==> config.mk <==
export PLATFORM = sky130hd
export DESIGN_NAME = debounced_dual_relay_controller
export DESIGN_NICKNAME = d
export VERILOG_FILES = /design/src/hw/rtl/ddrc_pkg.sv /design/src/hw/rtl/debounced_dual_relay_controller.sv /design/src/hw/rtl/ddrc_csr.sv /design/src/hw/rtl/ddrc_debounce.sv /design/src/hw/rtl/ddrc_relay.sv
export VERILOG_INCLUDE_DIRS = /design/src /design/src/hw/rtl
export SDC_FILE = /design/constraint.sdc
export NUM_CORES = 1
export LEC_CHECK = 0
export BUFFER_PORTS_ARGS = -buffer_cell sky130_fd_sc_hd__clkbuf_2
export CORE_ASPECT_RATIO = 2
export CORE_MARGIN = 2
export CORE_UTILIZATION = 65
export DETAILED_ROUTE_END_ITERATION = 12
export PLACE_DENSITY = 0.83
export SLEW_MARGIN = 20
export SYNTH_ARGS = -nofsm -noshare
export SYNTH_HDL_FRONTEND = slang
export SYNTH_SLANG_ARGS = --single-unit
==> constraint.sdc <==
create_clock -name clock -period 14.7 [get_ports clock]
set_input_delay 2.94 -clock clock [delete_from_list [all_inputs] [get_ports clock]]
set_output_delay 2.94 -clock clock [all_outputs]
set_load 0.01 [all_outputs]
==> src/hw/rtl/assert_macros.svh <==
// assertion macros for the rtl of the relay controller
// no dependencies; taken in by `include where assertions are written
`ifndef ASSERT_MACROS_SVH
`define ASSERT_MACROS_SVH

// same-cycle implication, disabled while reset is high
`define ASSERT_IMPL(lbl, clk, rst, ante, cons, msg) \
   lbl: assert property (@(posedge clk) disable iff (rst) (ante) |-> (cons)) else $error(msg);

// next-cycle implication, disabled while reset is high
`define ASSERT_NEXT(lbl, clk, rst, ante, cons, msg) \
   lbl: assert property (@(posedge clk) disable iff (rst) (ante) |=> (cons)) else $error(msg);

`endif

==> src/hw/rtl/ddrc_pkg.sv <==
// shared types, constants and the vote counter of the relay controller
// no dependencies
`timescale 1ns / 1ps

package ddrc_pkg;

   localparam int TIME_W       = 32;
   localparam int MS_W         = 16;
   localparam int SAMPLE_W     = 8;
   localparam int VOTE_SAMPLES = 8;
   localparam int VOTE_BITS    = (VOTE_SAMPLES < SAMPLE_W) ? VOTE_SAMPLES : SAMPLE_W;
   localparam int COUNT_W      = $clog2(VOTE_BITS + 1);
   localparam int VOTE_HALF    = VOTE_SAMPLES / 2;

   localparam int CSR_IDX_W = 3;
   localparam int CSR_DATA_W = 16;

   localparam logic [CSR_IDX_W-1:0] CSR_VOLT_CONFIRM = 3'd0;
   localparam logic [CSR_IDX_W-1:0] CSR_LIM_CONFIRM  = 3'd1;
   localparam logic [CSR_IDX_W-1:0] CSR_MIN_INTERVAL = 3'd2;
   localparam logic [CSR_IDX_W-1:0] CSR_MOTOR_LEVEL  = 3'd3;
   localparam logic [CSR_IDX_W-1:0] CSR_LOAD_LEVEL   = 3'd4;

   localparam logic [MS_W-1:0] VOLT_CONFIRM_RST = 16'd500;
   localparam logic [MS_W-1:0] LIM_CONFIRM_RST  = 16'd50;
   localparam logic [MS_W-1:0] MIN_INTERVAL_RST = 16'd300;

   typedef struct packed {
      logic [MS_W-1:0] volt_confirm_ms;
      logic [MS_W-1:0] lim_confirm_ms;
      logic [MS_W-1:0] min_interval_ms;
      logic            motor_level;
      logic            load_level;
   } cfg_type;

   // majority vote over the low sample bits
   function automatic logic vote(input logic [SAMPLE_W-1:0] samples);
      logic [COUNT_W-1:0] n;
      n = '0;
      for (int i = 0; i < VOTE_BITS; i++) begin
         n = n + COUNT_W'(samples[i]);
      end
      return (32'(n) > VOTE_HALF);
   endfunction

endpackage

==> src/hw/rtl/debounced_dual_relay_controller.sv <==
// Relay controller with debounced voltage and limit inputs. Each request is
// registered on entry and its result leaves through an output register. One
// request per cycle is taken while req_stall is low; the result is computed from
// the entry register and written to the output register as the debounce and relay
// registers update. Configuration is expected only while idle.
`timescale 1ns / 1ps
`include "assert_macros.svh"

module debounced_dual_relay_controller (
   input  logic                               clock,
   input  logic                               reset,
   // request channel
   input  logic                               req_valid,
   output logic                               req_stall,
   input  logic [31:0]                        req_now_ms,
   input  logic [7:0]                         req_detector_samples,
   input  logic                               req_limit_raw_open,
   // result channel
   output logic                               rsp_valid,
   input  logic                               rsp_stall,
   output logic                               rsp_voltage_present,
   output logic                               rsp_limit_open,
   output logic                               rsp_motor_relay_on,
   output logic                               rsp_load_relay_on,
   output logic                               rsp_motor_pin_level,
   output logic                               rsp_load_pin_level,
   output logic                               rsp_motor_switched,
   output logic                               rsp_load_switched,
   // configuration
   input  logic                               csr_valid,
   output logic                               csr_ready,
   input  logic [ddrc_pkg::CSR_IDX_W-1:0]     csr_index,
   input  logic [ddrc_pkg::CSR_DATA_W-1:0]    csr_wdata
);

   ddrc_pkg::cfg_type cfg;

   logic                              in_valid_ff;
   logic [ddrc_pkg::TIME_W-1:0]       now_ff;
   logic [ddrc_pkg::SAMPLE_W-1:0]     samples_ff;
   logic                              lim_raw_ff;
   logic                              rsp_valid_ff;
   logic [7:0]                        rsp_ff, rsp_in;

   logic advance, take;
   logic volt_raw, volt_acc, lim_acc;
   logic motor_on, load_on, motor_sw, load_sw;
   logic motor_sw_seen, motor_on_target, load_sw_seen, load_on_target, rsp_held;

   // the registered request moves on when the result register is free or draining
   assign advance   = in_valid_ff && (!rsp_valid_ff || !rsp_stall);
   assign req_stall = in_valid_ff && !advance;
   assign take      = req_valid && !req_stall;

   assign volt_raw = ddrc_pkg::vote(samples_ff);

   ddrc_csr u_csr (
      .clock     (clock),
      .reset     (reset),
      .csr_valid (csr_valid),
      .csr_ready (csr_ready),
      .csr_index (csr_index),
      .csr_wdata (csr_wdata),
      .cfg       (cfg)
   );

   ddrc_debounce u_volt (
      .clock         (clock),
      .reset         (reset),
      .enable        (advance),
      .raw           (volt_raw),
      .now_ms        (now_ff),
      .confirm_ms    (cfg.volt_confirm_ms),
      .accepted_next (volt_acc)
   );

   ddrc_debounce u_lim (
      .clock         (clock),
      .reset         (reset),
      .enable        (advance),
      .raw           (lim_raw_ff),
      .now_ms        (now_ff),
      .confirm_ms    (cfg.lim_confirm_ms),
      .accepted_next (lim_acc)
   );

   ddrc_relay u_motor (
      .clock           (clock),
      .reset           (reset),
      .enable          (advance),
      .target          (volt_acc & lim_acc),
      .now_ms          (now_ff),
      .min_interval_ms (cfg.min_interval_ms),
      .state_next      (motor_on),
      .switched        (motor_sw)
   );

   ddrc_relay u_load (
      .clock           (clock),
      .reset           (reset),
      .enable          (advance),
      .target          (volt_acc),
      .now_ms          (now_ff),
      .min_interval_ms (cfg.min_interval_ms),
      .state_next      (load_on),
      .switched        (load_sw)
   );

   assign rsp_in = {load_sw, motor_sw,
                    ~(load_on ^ cfg.load_level), ~(motor_on ^ cfg.motor_level),
                    load_on, motor_on, lim_acc, volt_acc};

   always_ff @(posedge clock) begin
      if (reset) begin
         in_valid_ff  <= 1'b0;
         rsp_valid_ff <= 1'b0;
      end else begin
         if (take) begin
            in_valid_ff <= 1'b1;
         end else if (advance) begin
            in_valid_ff <= 1'b0;
         end
         if (advance) begin
            rsp_valid_ff <= 1'b1;
         end else if (!rsp_stall) begin
            rsp_valid_ff <= 1'b0;
         end
      end
   end

   always_ff @(posedge clock) begin
      if (take) begin
         now_ff     <= req_now_ms;
         samples_ff <= req_detector_samples;
         lim_raw_ff <= req_limit_raw_open;
      end
      if (advance) begin
         rsp_ff <= rsp_in;
      end
   end

   assign rsp_valid           = rsp_valid_ff;
   assign rsp_voltage_present = rsp_ff[0];
   assign rsp_limit_open      = rsp_ff[1];
   assign rsp_motor_relay_on  = rsp_ff[2];
   assign rsp_load_relay_on   = rsp_ff[3];
   assign rsp_motor_pin_level = rsp_ff[4];
   assign rsp_load_pin_level  = rsp_ff[5];
   assign rsp_motor_switched  = rsp_ff[6];
   assign rsp_load_switched   = rsp_ff[7];

   assign motor_sw_seen   = rsp_valid && rsp_motor_switched;
   assign motor_on_target = rsp_motor_relay_on == (rsp_voltage_present && rsp_limit_open);
   assign load_sw_seen    = rsp_valid && rsp_load_switched;
   assign load_on_target  = rsp_load_relay_on == rsp_voltage_present;
   assign rsp_held        = rsp_valid && rsp_stall;

   `ASSERT_IMPL(a_motor_sw, clock, reset, motor_sw_seen, motor_on_target, "motor relay off target")
   `ASSERT_IMPL(a_load_sw, clock, reset, load_sw_seen, load_on_target, "load relay off target")
   `ASSERT_NEXT(a_rsp_held, clock, reset, !advance && rsp_held, rsp_valid, "stalled result lost")
   `ASSERT_NEXT(a_rsp_gone, clock, reset, !advance && !rsp_held, !rsp_valid, "stray result")

endmodule

==> src/hw/rtl/ddrc_csr.sv <==
// configuration registers of the relay controller
// depends on ddrc_pkg
`timescale 1ns / 1ps

module ddrc_csr (
   input  logic                                clock,
   input  logic                                reset,
   input  logic                                csr_valid,
   output logic                                csr_ready,
   input  logic [ddrc_pkg::CSR_IDX_W-1:0]      csr_index,
   input  logic [ddrc_pkg::CSR_DATA_W-1:0]     csr_wdata,
   output ddrc_pkg::cfg_type                   cfg
);

   ddrc_pkg::cfg_type cfg_ff;
   ddrc_pkg::cfg_type cfg_in;

   assign csr_ready = 1'b1;
   assign cfg       = cfg_ff;

   always_comb begin
      cfg_in = cfg_ff;
      if (csr_valid) begin
         unique case (csr_index)
            ddrc_pkg::CSR_VOLT_CONFIRM: cfg_in.volt_confirm_ms = csr_wdata;
            ddrc_pkg::CSR_LIM_CONFIRM:  cfg_in.lim_confirm_ms  = csr_wdata;
            ddrc_pkg::CSR_MIN_INTERVAL: cfg_in.min_interval_ms = csr_wdata;
            ddrc_pkg::CSR_MOTOR_LEVEL:  cfg_in.motor_level     = csr_wdata[0];
            ddrc_pkg::CSR_LOAD_LEVEL:   cfg_in.load_level      = csr_wdata[0];
            default: ;
         endcase
      end
   end

   always_ff @(posedge clock) begin
      if (reset) begin
         cfg_ff.volt_confirm_ms <= ddrc_pkg::VOLT_CONFIRM_RST;
         cfg_ff.lim_confirm_ms  <= ddrc_pkg::LIM_CONFIRM_RST;
         cfg_ff.min_interval_ms <= ddrc_pkg::MIN_INTERVAL_RST;
         cfg_ff.motor_level     <= 1'b0;
         cfg_ff.load_level      <= 1'b0;
      end else begin
         cfg_ff <= cfg_in;
      end
   end

endmodule

==> src/hw/rtl/ddrc_debounce.sv <==
// one debounce channel: pending value, its start time and the accepted value
// depends on ddrc_pkg
`timescale 1ns / 1ps

module ddrc_debounce (
   input  logic                           clock,
   input  logic                           reset,
   input  logic                           enable,
   input  logic                           raw,
   input  logic [ddrc_pkg::TIME_W-1:0]    now_ms,
   input  logic [ddrc_pkg::MS_W-1:0]      confirm_ms,
   output logic                           accepted_next
);

   logic                          accepted_ff, accepted_in;
   logic                          pending_ff, pending_in;
   logic [ddrc_pkg::TIME_W-1:0]   since_ff, since_in;
   logic [ddrc_pkg::TIME_W-1:0]   elapsed;

   assign elapsed = now_ms - since_ff;

   always_comb begin
      accepted_in = accepted_ff;
      pending_in  = pending_ff;
      since_in    = since_ff;
      if (raw != pending_ff) begin
         pending_in = raw;
         since_in   = now_ms;
      end else if (raw != accepted_ff &&
                   elapsed >= {{(ddrc_pkg::TIME_W - ddrc_pkg::MS_W){1'b0}}, confirm_ms}) begin
         accepted_in = raw;
      end
   end

   assign accepted_next = accepted_in;

   always_ff @(posedge clock) begin
      if (reset) begin
         accepted_ff <= 1'b0;
         pending_ff  <= 1'b0;
         since_ff    <= '0;
      end else if (enable) begin
         accepted_ff <= accepted_in;
         pending_ff  <= pending_in;
         since_ff    <= since_in;
      end
   end

endmodule

==> src/hw/rtl/ddrc_relay.sv <==
// one relay with minimum time between switches
// depends on ddrc_pkg
`timescale 1ns / 1ps

module ddrc_relay (
   input  logic                           clock,
   input  logic                           reset,
   input  logic                           enable,
   input  logic                           target,
   input  logic [ddrc_pkg::TIME_W-1:0]    now_ms,
   input  logic [ddrc_pkg::MS_W-1:0]      min_interval_ms,
   output logic                           state_next,
   output logic                           switched
);

   logic                          state_ff, state_in;
   logic [ddrc_pkg::TIME_W-1:0]   last_ff, last_in;
   logic [ddrc_pkg::TIME_W-1:0]   elapsed;

   assign elapsed = now_ms - last_ff;

   always_comb begin
      switched = 1'b0;
      state_in = state_ff;
      last_in  = last_ff;
      if (target != state_ff &&
          elapsed >= {{(ddrc_pkg::TIME_W - ddrc_pkg::MS_W){1'b0}}, min_interval_ms}) begin
         switched = 1'b1;
         state_in = target;
         last_in  = now_ms;
      end
   end

   assign state_next = state_in;

   always_ff @(posedge clock) begin
      if (reset) begin
         state_ff <= 1'b0;
         last_ff  <= '0;
      end else if (enable) begin
         state_ff <= state_in;
         last_ff  <= last_in;
      end
   end

endmodule
==> impl_table.tex <==
\begin{tabular}{lr}
\hline
Metric & Value \\
\hline
\multicolumn{2}{l}{\textbf{Outcome}} \\
\quad Result of the run & completed \\
\multicolumn{2}{l}{\textbf{Setup path}} \\
\quad Top cell family by delay on the critical path & simple AND/OR/NAND/NOR gates \\
\quad Data required time of the worst path & 15.15 ns \\
\quad Slowest library cell on the worst path & sky130\_fd\_sc\_hd\_\_nand2\_4 \\
\quad Critical path peak fanout & 34 \\
\quad Setup Crit Path Kind & reg -> reg \\
\quad Kind of start point of the critical path & flop \\
\quad Kind of end point of the critical path & flop \\
\quad Largest stage delay, worst path & 0.72 ns \\
\quad Critical-path cell list & ha\_1 > o211ai\_1 > a21oi\_1 > o21ai\_0 > nand2b\_1 > a21o\_1 > a21o\_1 > nand3\_1 > nand2\_1 > xor2\_1 > ha\_1 > a21o\_1 > a31oi\_1 > o21ai\_0 > a2111oi\_2 > o32ai\_1 > or4\_1 > nor4\_2 > nand4\_1 > mux2i\_1 > nand2\_2 > nand3\_2 > nand2\_4 > mux2i\_1 \\
\quad Crit path DAT & 7.06 ns \\
\quad Sum of buffers and inverters on the critical path & 0 \\
\quad Cell with the most instances on the worst path & sky130\_fd\_sc\_hd\_\_a21o\_1 \\
\multicolumn{2}{l}{\textbf{Synthesis}} \\
\quad Syn avg cell area & 7.93 µm² \\
\quad Net count after synthesis & 2,528 \\
\quad Distinct cells, synth & 86 \\
\quad Post-synth EDFFs & 49 \\
\quad Post-Syn Area & 17,900 µm² \\
\quad Proportion of synthesized chip area in sequential cells & 28.9\% \\
\quad Synth async-reset ratio & 0\% \\
\quad Count of yosys warnings during synthesis & 0 \\
\quad Most frequently used flop master after synthesis & sky130\_fd\_sc\_hd\_\_dfxtp\_1 \\
\quad Post-synthesis register bit count & 235 \\
\quad Post-Synthesis Cells & 2,264 \\
\multicolumn{2}{l}{\textbf{Timing}} \\
\quad Final Max Tran Viols & 0 \\
\quad Transition at the pin with the smallest max-transition slack & 1.09 ns \\
\quad Post-layout minimum cycle time & 6.61 ns \\
\quad Final worst-path cycle share & 45.0\% \\
\quad Final setup slack of the worst path & 8.09 ns \\
\quad Setup repair after global routing missed its margin & no \\
\quad Fmax & 151 MHz \\
\quad Worst hold margin & 0.455 ns \\
\quad Sum Neg Setup Slack & 0 ns \\
\quad Setup skew after layout & 0.0276 ns \\
\quad Number of hold-slack violations in the final timing report & 0 \\
\quad Endpoints failing setup & 0 \\
\quad Relative max-transition margin & 27.4\% \\
\multicolumn{2}{l}{\textbf{Power and ir drop}} \\
\quad Worst IR Drop VDD & 101 µV \\
\quad Leakage power total & 7.39 nW \\
\quad Power density cells & 98.7 nW/µm² \\
\multicolumn{2}{l}{\textbf{Routing}} \\
\quad Detailed router's first-iteration violation count & 1,193 \\
\quad Total iterations of the first detailed-routing run & 7 \\
\quad Remaining antenna violation count after routing & 0 \\
\quad Total number of vias & 16,126 \\
\quad Total wirelength of the detailed-routed design & 48,600 µm \\
\quad Post-detailed-route via-to-cell ratio & 6.10 \\
\quad Mean routed wirelength per cell & 18.4 µm \\
\quad Remaining DRCs & 0 \\
\multicolumn{2}{l}{\textbf{Clocking}} \\
\quad Clock tree from TritonCTS & done \\
\quad CTS Buf Count & 23 \\
\quad CTS clock-pin slew for the worst setup and hold paths & 0.07 ns \\
\quad \# H-tree levels & 1 \\
\quad Clock root buffer master & sky130\_fd\_sc\_hd\_\_clkbuf\_16 \\
\quad Total of hold buffers inserted after clock tree synthesis & 0 \\
\quad Total number of clock tree sinks & 235 \\
\quad Maximum clock path buffer count & 3 \\
\quad CTS resizes & 0 \\
\quad Buffers inserted during post-CTS setup optimization & 0 \\
\quad Worst-skew pair later-pin latency & 0.54 ns \\
\multicolumn{2}{l}{\textbf{Floorplan}} \\
\quad Placeable core region & 27,300 µm² \\
\quad Cell row count & 86 \\
\quad DIE WIDTH & 121 µm \\
\quad Starting Density & 65.7\% \\
\quad Die span in y & 239 µm \\
\quad Number of top-level pins & 76 \\
\quad Area of the die & 29,000 µm² \\
\multicolumn{2}{l}{\textbf{Global route}} \\
\quad Global-route wire length before repair & 77,600 µm \\
\quad Total overflow reported by the global router & 0 \\
\quad Number of global-route vias before repair & 15,608 \\
\quad Total global-route track usage & 33.4\% \\
\quad Pin count of the biggest net entering global routing & 138 \\
\quad Antenna violations before repair & 0 \\
\multicolumn{2}{l}{\textbf{Placed design}} \\
\quad Final estimated routing congestion in global placement & 0.975 \\
\quad I/O Buffers & 74 \\
\quad Cell Area, Placed & 18,400 µm² \\
\quad Setup WS pre-CTS & 8.22 ns \\
\quad Post-DP HPWL & 37,600 µm \\
\multicolumn{2}{l}{\textbf{Final layout}} \\
\quad Post-Layout Inst Area & 19,200 µm² \\
\quad Synth-to-layout area growth & 6.91\% \\
\quad N\_diodes & 0 \\
\quad Fraction of layout cells with a size suffix above 1 & 7.94\% \\
\quad Nets@finish & 2,538 \\
\multicolumn{2}{l}{\textbf{Worst hold path}} \\
\quad Hold/Removal Path Class & reg -> reg \\
\multicolumn{2}{l}{\textbf{Run}} \\
\quad Max-cap violation count & 0 \\
\hline
\end{tabular}
-- worst reg2reg max path: stages (launching register included) --
cell and delay [ns]:
sky130_fd_sc_hd__edfxtp_1 0.56, sky130_fd_sc_hd__ha_1 0.43, sky130_fd_sc_hd__o211ai_1 0.11, sky130_fd_sc_hd__a21oi_1 0.33, sky130_fd_sc_hd__o21ai_0 0.16, sky130_fd_sc_hd__nand2b_1 0.13, sky130_fd_sc_hd__a21o_1 0.12, sky130_fd_sc_hd__a21o_1 0.14
sky130_fd_sc_hd__nand3_1 0.08, sky130_fd_sc_hd__nand2_1 0.09, sky130_fd_sc_hd__xor2_1 0.15, sky130_fd_sc_hd__ha_1 0.26, sky130_fd_sc_hd__a21o_1 0.18, sky130_fd_sc_hd__a31oi_1 0.26, sky130_fd_sc_hd__o21ai_0 0.18, sky130_fd_sc_hd__a2111oi_2 0.34
sky130_fd_sc_hd__o32ai_1 0.15, sky130_fd_sc_hd__or4_1 0.48, sky130_fd_sc_hd__nor4_2 0.24, sky130_fd_sc_hd__nand4_1 0.20, sky130_fd_sc_hd__mux2i_1 0.17, sky130_fd_sc_hd__nand2_2 0.18, sky130_fd_sc_hd__nand3_2 0.60, sky130_fd_sc_hd__nand2_4 0.74
sky130_fd_sc_hd__mux2i_1 0.24
-- path summary, 6_finish.rpt --
| path | slack [ns] | depth (start not counted) | from | end |
|---|---|---|---|---|
| setup reg to reg | 8.09 | 24 | now_ff[3] | u_motor.last_ff[31] |
| hold / removal | 0.45 | 2 | u_volt.since_ff[13] | u_volt.since_ff[13] |
| setup / recovery | 8.09 | 24 | now_ff[3] | u_motor.last_ff[31] |
| hold reg to reg | 0.45 | 2 | u_volt.since_ff[13] | u_volt.since_ff[13] |
-- area by class of cell --
cell class / count / area, µm²
Multi-Input combinational cell: 1717 / 11500
Fill cell: 2297 / 8150
Sequential cell: 235 / 5190
Inverter: 215 / 807
Clock buffer: 28 / 657
Tap cell: 352 / 440
Timing Repair Buffer: 82 / 437
Clock inverter: 14 / 158
-- metal layers --
layer / share of wire (%) / up-vias / track usage, %
met2: 50 / 463 / 58.9
met5: 0 / - / 0
li1: - / 8019 / -
met1: 39 / 7478 / 38.1
met3: 4.1 / 166 / 2.91
met4: 7.3 / 0 / 21.4
-- cell usage after synthesis, drive strengths merged, types with 14 or more instances --
cell / count / area share, %
edfxtp: 49 / 8.2
nand2: 310 / 6.5
o21bai: 21 / 0.88
xnor2: 63 / 3.1
o21a: 30 / 1.3
inv: 215 / 4.5
buf: 22 / 1.0
dfxtp: 186 / 21
a21oi: 246 / 6.9
xor2: 30 / 1.5
a21o: 105 / 4.4
o211ai: 21 / 0.88
a31oi: 20 / 0.78
nand4: 28 / 0.98
o31ai: 37 / 2.4
clkbuf: 75 / 1.6
and3: 14 / 0.49
nand3: 36 / 1.0
o21ai: 143 / 4.0
nand2b: 53 / 1.8
a211oi: 14 / 0.59
a211o: 22 / 1.1
nor2: 131 / 2.7
nor2b: 21 / 0.73
nor3: 25 / 0.70
ha: 191 / 13
-- cell families after synthesis --
| kind of cell | after synthesis | share of synthesized area [%] |
|---|---|---|
| compound gates | 729 | 26.7 |
| xor+xnor | 93 | 4.58 |
| fa+ha+maj | 199 | 14.2 |
| buf+inv | 312 | 7.08 |
| flops | 235 | 28.9 |
| mux | 15 | 0.858 |
| other cells | 1 | 0.0209 |
| simple gates | 680 | 17.6 |
-- registers in the layout (all words and copies together) (netlist names) --
signal,flops
u_csr.cfg,50
lim_raw_ff,1
in_valid_ff,1
u_volt.since_ff,32
rsp_ff,8
u_volt.accepted_ff,1
u_lim.accepted_ff,1
u_lim.since_ff,32
u_motor.last_ff,32
now_ff,32
u_motor.state_ff,1
samples_ff,8
u_load.state_ff,1
u_load.last_ff,32
u_lim.pending_ff,1
rsp_valid,1
u_volt.pending_ff,1
-- report_power, final --
group | switching [W] | total [W] | internal, W
registers | 0.0000257 | 0.000713 | 0.000687
logic | 0.000331 | 0.000541 | 0.000210
clock network | 0.000278 | 0.000639 | 0.000361
-- per-stage QoR --
stage,instances,util (%),power (W)
floorplan,2264,-,0.00112
global placement,2601,67.2,0.00125
detailed placement,2601,67.2,0.00126
CTS,2643,70.2,0.00189
global route,2643,70.2,0.00199
finish,2643,70.2,0.00189
-- cell usage in the layout, fill, tap and decap left out, drive strengths merged, types with 22 or more instances in the layout --
master and count:
nand2 310, a21oi 246, inv 219, ha 191, dfxtp 186, o21ai 143
nor2 131, a21o 105, clkbuf 101, xnor2 63, nand2b 53, edfxtp 49
o31ai 37, nand3 36, xor2 30, o21a 30, nand4 28, nor3 25
a211o 22
Power figures use the tool's default switching activity.
